[config.mk]
export PLATFORM = sky130hd
export DESIGN_NAME = urg_axis
export DESIGN_NICKNAME = d
export VERILOG_FILES = /design/src/rtl/unwarp_remap_grid_generator_macros.svh /design/src/rtl/urg_pkg.sv /design/src/rtl/urg_axis.sv
export SDC_FILE = /design/constraint.sdc
export NUM_CORES = 2
export LEC_CHECK = 0
export CORE_MARGIN = 2
export CORE_UTILIZATION = 40
export DETAILED_ROUTE_END_ITERATION = 12
export DONT_BUFFER_PORTS = 1
export PLACE_DENSITY = 0.63
export SLEW_MARGIN = 20
export SYNTH_ARGS = -nofsm -noshare
export SYNTH_HDL_FRONTEND = slang
export SYNTH_SLANG_ARGS = --single-unit
export TNS_END_PERCENT = 5
[constraint.sdc]
create_clock -name i_clk -period 8.2 [get_ports i_clk]
set_input_delay 0.82 -clock i_clk [delete_from_list [all_inputs] [get_ports i_clk]]
set_output_delay 0.82 -clock i_clk [all_outputs]
set_load 0.02 [all_outputs]
[src/rtl/unwarp_remap_grid_generator_macros.svh]
// ----------------------------------------------------------------------------
// unwarp remap grid generator assertion macros
// shared property forms for the grid generator checks
// ----------------------------------------------------------------------------
`ifndef UNWARP_REMAP_GRID_GENERATOR_MACROS_SVH
`define UNWARP_REMAP_GRID_GENERATOR_MACROS_SVH

// same-cycle implication
`define URG_ASSERT_SAME(label, clk, rst_n, ante, cons, msg) \
    label: assert property (@(posedge clk) disable iff (!rst_n) (ante) |-> (cons)) \
        else $error(msg);

// next-cycle implication
`define URG_ASSERT_NEXT(label, clk, rst_n, ante, cons, msg) \
    label: assert property (@(posedge clk) disable iff (!rst_n) (ante) |=> (cons)) \
        else $error(msg);

`endif

[src/rtl/urg_pkg.sv]
// ----------------------------------------------------------------------------
// urg_pkg
// shared constants, codes and types of the remap grid generator
// ----------------------------------------------------------------------------
`default_nettype none

package urg_pkg;

    // grid geometry
    localparam int GRID_SIZE   = 160;
    localparam int MARGIN      = 25;
    localparam int SIDE        = GRID_SIZE - 2 * MARGIN;
    localparam int TABLE_DEPTH = 128;
    localparam int TAB_AW      = $clog2(TABLE_DEPTH);
    localparam int TAB_COUNT   = 6;
    localparam int TAB_SEL_W   = 3;

    // table select codes
    localparam logic [TAB_SEL_W-1:0] TAB_LEFT   = 3'd0;
    localparam logic [TAB_SEL_W-1:0] TAB_BOTTOM = 3'd1;
    localparam logic [TAB_SEL_W-1:0] TAB_RIGHT  = 3'd2;
    localparam logic [TAB_SEL_W-1:0] TAB_TOP    = 3'd3;
    localparam logic [TAB_SEL_W-1:0] TAB_WARP_X = 3'd4;
    localparam logic [TAB_SEL_W-1:0] TAB_WARP_Y = 3'd5;

    // operation codes
    localparam logic OP_LOAD  = 1'b0;
    localparam logic OP_QUERY = 1'b1;

    // configuration registers
    localparam int CFG_IDX_W  = 2;
    localparam int CFG_DATA_W = 10;
    localparam logic [CFG_IDX_W-1:0] CFG_INPUT_SIZE   = 2'd0;
    localparam logic [CFG_IDX_W-1:0] CFG_INPUT_MARGIN = 2'd1;
    localparam logic [CFG_IDX_W-1:0] CFG_WARP_ENABLE  = 2'd2;
    localparam int RST_INPUT_SIZE   = 160;
    localparam int RST_INPUT_MARGIN = 16;

    // field widths
    localparam int SIZE_W   = 10;
    localparam int MARGIN_W = 9;
    localparam int GRID_W   = 8;
    localparam int ENTRY_W  = 16;
    localparam int OUT_W    = 21;

    // stream packing
    localparam int S_TDATA_W = 40;
    localparam int S_TUSER_W = 4;
    localparam int M_TDATA_W = 48;
    localparam int OP_BIT    = 0;
    localparam int SEL_LSB   = 1;
    localparam int IDX_LSB   = 0;
    localparam int VAL_LSB   = IDX_LSB + TAB_AW;
    localparam int GX_LSB    = VAL_LSB + ENTRY_W;
    localparam int GY_LSB    = GX_LSB + GRID_W;

    // datapath widths
    localparam int COORD_W   = 9;
    localparam int SPAN_W    = 11;
    localparam int PROD_W    = 20;
    localparam int FRAC_BITS = 8;

    // scale term: (c - margin) * span * 128 / 55
    localparam int SCALE_SH  = 7;
    localparam int P_DIV     = 55;
    localparam int P_BIAS_SH = 20;
    localparam int XP_W      = 27;
    localparam int P_RECIP_W = 28;
    localparam logic [P_RECIP_W-1:0] P_RECIP = 28'd156180629;
    localparam int RECIP_SH  = 33;
    localparam int QP_W      = 21;
    localparam int P_REM_W   = 6;

    // blend term: q / (SIDE - 1)
    localparam int Q_W       = 25;
    localparam int Q_DIV     = SIDE - 1;
    localparam int Q_BIAS_SH = 18;
    localparam int XQ_W      = 26;
    localparam int Q_RECIP_W = 27;
    localparam logic [Q_RECIP_W-1:0] Q_RECIP = 27'd78806740;
    localparam int QQ_W      = 19;
    localparam int Q_REM_W   = 7;

    // warp term: w * 55 / 64
    localparam int R_W   = 22;
    localparam int R_MUL = 55;
    localparam int R_SH  = 6;

    // remainder recombination over a common denominator of 55 * 109 * 64
    localparam int FRAC_W    = 21;
    localparam int W_P       = 6976;
    localparam int W_Q       = 3520;
    localparam int W_R       = 5995;
    localparam int FRAC_ONE  = 383680;
    localparam int FRAC_HALF = 191840;

    localparam int SUM_W   = 24;
    localparam int OUT_MAX = 1048575;
    localparam int OUT_MIN = -1048576;

    typedef struct packed {
        logic s1;
        logic s2;
        logic s3;
        logic s4;
        logic s5;
    } t_stage_en;

    typedef struct packed {
        logic signed [ENTRY_W-1:0] left;
        logic signed [ENTRY_W-1:0] bottom;
        logic signed [ENTRY_W-1:0] right;
        logic signed [ENTRY_W-1:0] top;
        logic signed [ENTRY_W-1:0] warp_x;
        logic signed [ENTRY_W-1:0] warp_y;
    } t_tab_rd;

endpackage

`default_nettype wire

[src/rtl/urg_axis.sv]
// ----------------------------------------------------------------------------
// urg_axis
// five-stage datapath for one source coordinate: scale, blend, warp,
// exact division by constants, rounding and saturation
// ----------------------------------------------------------------------------
`default_nettype none

module urg_axis (
    input  logic                              i_clk,
    input  urg_pkg::t_stage_en                i_en,
    input  logic [urg_pkg::GRID_W-1:0]        i_coord,
    input  logic [urg_pkg::GRID_W-1:0]        i_other,
    input  logic signed [urg_pkg::SPAN_W-1:0] i_span,
    input  logic [urg_pkg::MARGIN_W-1:0]      i_margin,
    input  logic                              i_warp_en,
    input  logic signed [urg_pkg::ENTRY_W-1:0] i_near,
    input  logic signed [urg_pkg::ENTRY_W-1:0] i_far,
    input  logic signed [urg_pkg::ENTRY_W-1:0] i_warp,
    output logic signed [urg_pkg::OUT_W-1:0]  o_source
);
    import urg_pkg::*;

    // stage 1
    logic signed [COORD_W-1:0] n_wc;
    logic signed [PROD_W-1:0]  n_m;
    logic                      n_band_c;
    logic                      n_band_o;
    logic signed [COORD_W-1:0] r1_wc;
    logic signed [PROD_W-1:0]  r1_m;
    logic                      r1_band_o;
    logic                      r1_warp_on;

    // stage 2
    logic signed [COORD_W-1:0] wrev;
    logic signed [Q_W-1:0]     n_q;
    logic signed [R_W-1:0]     n_r;
    logic signed [XP_W:0]      xp_s;
    logic signed [Q_W-1:0]     r2_q;
    logic signed [R_W-1:0]     r2_r;
    logic [XP_W-1:0]           r2_xp;

    // stage 3
    logic signed [XQ_W:0]              xq_s;
    logic [XQ_W-1:0]                   n_xq;
    logic [XP_W+P_RECIP_W-1:0]         prod_p;
    logic [XQ_W+Q_RECIP_W-1:0]         prod_q;
    logic [QP_W-1:0]                   r3_qp_b;
    logic [QQ_W-1:0]                   r3_qq_b;
    logic [XP_W-1:0]                   r3_xp;
    logic [XQ_W-1:0]                   r3_xq;
    logic signed [R_W-1:0]             r3_r;

    // stage 4
    logic [XP_W-1:0]           rp_full;
    logic [XQ_W-1:0]           rq_full;
    logic signed [QP_W:0]      qp;
    logic signed [QQ_W:0]      qq;
    logic signed [SUM_W-1:0]   n_int;
    logic signed [SUM_W-1:0]   r4_int;
    logic [P_REM_W-1:0]        r4_rp;
    logic [Q_REM_W-1:0]        r4_rq;
    logic [R_SH-1:0]           r4_rr;

    // stage 5
    logic [FRAC_W-1:0]         frac;
    logic [1:0]                cnt;
    logic signed [SUM_W-1:0]   total;
    logic signed [SUM_W-1:0]   sat;
    logic signed [OUT_W-1:0]   r5_out;

    always_comb begin
        n_wc     = $signed({1'b0, i_coord}) - COORD_W'(MARGIN);
        n_m      = PROD_W'(n_wc) * PROD_W'(i_span);
        n_band_c = (i_coord >= GRID_W'(MARGIN)) && (i_coord < GRID_W'(MARGIN + SIDE));
        n_band_o = (i_other >= GRID_W'(MARGIN)) && (i_other < GRID_W'(MARGIN + SIDE));
    end

    always_ff @(posedge i_clk) begin
        if (i_en.s1) begin
            r1_wc      <= n_wc;
            r1_m       <= n_m;
            r1_band_o  <= n_band_o;
            r1_warp_on <= i_warp_en && n_band_c;
        end
    end

    always_comb begin
        wrev = COORD_W'(SIDE - 1) - r1_wc;
        n_q  = '0;
        if (r1_band_o) begin
            n_q = Q_W'(i_far) * Q_W'(r1_wc) - Q_W'(i_near) * Q_W'(wrev);
        end
        n_r = '0;
        if (r1_warp_on) begin
            n_r = R_W'(i_warp) * R_W'(R_MUL);
        end
        // biased so the floor division works on a positive value
        xp_s = ((XP_W + 1)'(r1_m) <<< SCALE_SH) + (XP_W + 1)'(P_DIV * (1 << P_BIAS_SH));
    end

    always_ff @(posedge i_clk) begin
        if (i_en.s2) begin
            r2_q  <= n_q;
            r2_r  <= n_r;
            r2_xp <= xp_s[XP_W-1:0];
        end
    end

    always_comb begin
        xq_s   = (XQ_W + 1)'(r2_q) + (XQ_W + 1)'(Q_DIV * (1 << Q_BIAS_SH));
        n_xq   = xq_s[XQ_W-1:0];
        prod_p = (XP_W + P_RECIP_W)'(r2_xp) * (XP_W + P_RECIP_W)'(P_RECIP);
        prod_q = (XQ_W + Q_RECIP_W)'(n_xq) * (XQ_W + Q_RECIP_W)'(Q_RECIP);
    end

    always_ff @(posedge i_clk) begin
        if (i_en.s3) begin
            r3_qp_b <= prod_p[RECIP_SH +: QP_W];
            r3_qq_b <= prod_q[RECIP_SH +: QQ_W];
            r3_xp   <= r2_xp;
            r3_xq   <= n_xq;
            r3_r    <= r2_r;
        end
    end

    always_comb begin
        rp_full = r3_xp - XP_W'(r3_qp_b) * XP_W'(P_DIV);
        rq_full = r3_xq - XQ_W'(r3_qq_b) * XQ_W'(Q_DIV);
        qp      = $signed({1'b0, r3_qp_b}) - (QP_W + 1)'(1 << P_BIAS_SH);
        qq      = $signed({1'b0, r3_qq_b}) - (QQ_W + 1)'(1 << Q_BIAS_SH);
        n_int   = (SUM_W'($signed({1'b0, i_margin})) <<< FRAC_BITS)
                + SUM_W'(qp) + SUM_W'(qq) + SUM_W'(r3_r >>> R_SH);
    end

    always_ff @(posedge i_clk) begin
        if (i_en.s4) begin
            r4_int <= n_int;
            r4_rp  <= rp_full[P_REM_W-1:0];
            r4_rq  <= rq_full[Q_REM_W-1:0];
            r4_rr  <= r3_r[R_SH-1:0];
        end
    end

    // round half up over the summed fractions, then clamp
    always_comb begin
        frac = FRAC_W'(r4_rp) * FRAC_W'(W_P) + FRAC_W'(r4_rq) * FRAC_W'(W_Q)
             + FRAC_W'(r4_rr) * FRAC_W'(W_R) + FRAC_W'(FRAC_HALF);
        cnt  = 2'(frac >= FRAC_W'(FRAC_ONE)) + 2'(frac >= FRAC_W'(2 * FRAC_ONE))
             + 2'(frac >= FRAC_W'(3 * FRAC_ONE));
        total = r4_int + $signed(SUM_W'(cnt));
        sat   = total;
        if (total > SUM_W'(OUT_MAX)) begin
            sat = SUM_W'(OUT_MAX);
        end else if (total < SUM_W'(OUT_MIN)) begin
            sat = SUM_W'(OUT_MIN);
        end
    end

    always_ff @(posedge i_clk) begin
        if (i_en.s5) begin
            r5_out <= sat[OUT_W-1:0];
        end
    end

    assign o_source = r5_out;

endmodule

`default_nettype wire

==> out/qor.csv <==
metric,value,unit
status,"complete, but fails checks",
violations,negative setup slack,
syn-instance-count,4740,
synth_top_area_cell,fa_1,
route.detailed.drc,0,
syn_nets,6642,
syn_area_per_cell,10.50,µm²
clk_pin_slew,0.06,ns
syn_to_final_growth,7.877,%
cts-root-buf,clkbuf_16,
synth_flop_cell,edfxtp_1,
htreeDepth,1,
io_buffer_count,0,
skew,0.02857,ns
die_h,356.7,µm
wl,103200,µm
finalHoldViolCount,0,
grt_pass1_wl,173600,µm
synth_cell_types,74,
grt_start_max_net_pins,70,
avgRoutedWirePerCell,15.90,µm
ant_nets,0,
cp-start-kind,flip-flop,
pre_cts_slack,-0.5075,ns
syn_area,49770,µm²
ios,112,
grt_util_all_layers,16.99,%
instances_no_fill,6492,
utilization,43.42,%
max_stage_delay,0.53,ns
finalSetupViolations,20,
synth.area.top_cells,"fa_1 (37%), ha_1 (22%), edfxtp_1 (14%), inv_1 (9.7%), xnor2_1 (2.7%)",
finalMaxSlewViolations,0,
cts_tree,yes,
clock_path_buffers,3,
endpoint_kind,flip-flop,
synthArstFlopShare,0,%
rsz0062_at_grt,true,
finalCritPeriodShare,105.8,%
final_common_cell,inv_1,
worst_slack,-0.4791,ns
slew-limit-headroom,33.76,%
worstPathRequired,8.53,ns
clkSinkCount,231,
slowest_stage,fa_1,
final_cell_mix,"inv_1 (1290), fa_1 (921), ha_1 (885), nand2_1 (240), edfxtp_1 (231)",
final_nets,6734,
core,123600,µm²
grt_pass1_vias,33930,
n_antenna_cell,0,
drt_iter0_drc,1236,
drt_pre_antenna_iters,5,
dp_hpwl,91290,µm
dieArea,127300,µm²
fp.dieW,356.7,µm
fmax,115.2,MHz
maxCapViolations,0,
row_count,129,
ys_warn_count,0,
yosys.area.top_type_share,37.09,%
synth_edf_count,231,
vias_per_cell,4.748,
gp_congestion,0.8890,
cts_made_buffers,29,
drive_above_1_share,4.676,%
antenna_found_initial,0,
grt_overflow,0,
crit_fanout,20,
yosysSeqAreaShare,13.94,%
dp.cells,6434,
route.vias.total,30830,
tightestPinTransition,0.9866,ns
critPathKind,flip-flop to flip-flop,
finalCriticalPeriod,8.679,ns
start_util,40.25,%
cp.arrival,9.01,ns
ys_ff_latch,231,
insertion_delay,0.62,ns
hp-class,primary input to flip-flop,
postCtsHoldBufs,0,
registers in the layout, indices dropped and copies added, names as in the netlist:
name,flops
r3_qq_b,19
r4_rr,6
r2_xp,20
r2_r,22
r4_int,24
r4_rp,6
r1_wc,9
r3_r,22
o_source,21
r3_xq,7
r2_q,25
r1_warp_on,1
r1_m,20
r3_qp_b,21
r1_band_o,1
r4_rq,7
critical path, delay by kind of cell (launching register included):
family,cells,cell delay (ns)
flip-flops,1,0.39
XOR/XNOR,2,0.33
adder cells (fa/ha/maj),12,4.57
buffers and inverters,9,0.81
AND/OR/NAND/NOR,5,0.97
AO/OA/AOI/OAI,10,1.37
cell usage after synthesis, drive strengths merged, types with 3 or more instances:
cell	n
nor4	3
o22ai	5
a31oi	14
mux2i	4
a21oi	118
xnor2	152
xor2	80
o21bai	24
ha	889
or2	16
fa	922
and3	15
nor2b	66
and2	108
buf	3
nand4	16
a211oi	15
or3	11
and4	4
nor3	35
o311ai	4
nor2	138
a2111oi	5
mux2	5
o221ai	3
a21o	46
edfxtp	231
o211ai	7
nand3	26
a211o	6
o311a	3
nand2	241
a31o	3
clkbuf	56
inv	1290
o31ai	5
nand2b	51
o21a	27
o21ai	62
metrics by stage:
step                      hold WS [ns]  instance area [µm²]  TNS (ns)
after detailed placement        0.4045                52590    -10.04
after global placement          0.4012                52590    -7.618
after global routing            0.2947                53690    -19.83
after floorplan                 0.4003                49880   -0.6248
after CTS                       0.2848                53610    -10.07
final                           0.3324                53690    -9.165
kinds of logic (layout without fill, tap and decap cells):
family / Yosys count / after routing / synth area share, %
buffers and inverters: 1351 / 1466 / 10.19
other: 1 / 1 / 0.007535
muxes: 9 / 9 / 0.1936
xor gates and xnor gates: 232 / 232 / 4.083
AOI/OAI and AO/OA: 367 / 367 / 4.857
adders and majority gates: 1811 / 1811 / 59.44
DFF: 231 / 231 / 13.94
and+or+nand+nor: 738 / 738 / 7.291
path summary, 6_finish.rpt:
| check | startpoint | endpoint | slack, ns | cells after the start |
|---|---|---|---|---|
| max reg2reg | r4_rq[2] | o_source[10] | -0.48 | 38 |
| min reg2reg | r1_m[6] | r2_xp[13] | 0.42 | 0 |
| min | i_en[4] | r1_warp_on | 0.33 | 0 |
| max | r4_rq[2] | o_source[10] | -0.48 | 38 |
routing by layer:
metal / vias to the layer above / track usage (%) / part of all wire, % / wire (µm)
li1: 14900 / - / - / -
met1: 15420 / 21.76 / 44 / 45120
met2: 401 / 30.69 / 51 / 52410
met3: 110 / 1.852 / 3.2 / 3266
met4: 0 / 3.882 / 2.4 / 2437
met5: - / 0 / 0 / 0
final cells by class:
class                   instances  area (µm²)
fillers                     11920       69950
multi-input cells            3158       37900
flip-flops and latches        231        6937
inverters                    1292        4850
well taps                    1637        2048
repair buffers                120       934.6
clock buffers                  31       733.2
clock inverters                23       281.5
what timing repair did:
| item | CTS | global route |
|---|---|---|
| buffers inserted | 1 | 2 |
| setup endpoints to repair | 21 | 21 |
| resized for setup | 0 | 11 |
| pin swaps | 1 | 3 |
| cloned | 0 | 1 |
Power is left out: the tool's default activity adds up to more than one toggle a clock period on the data nets, which glitch-free logic cannot reach.
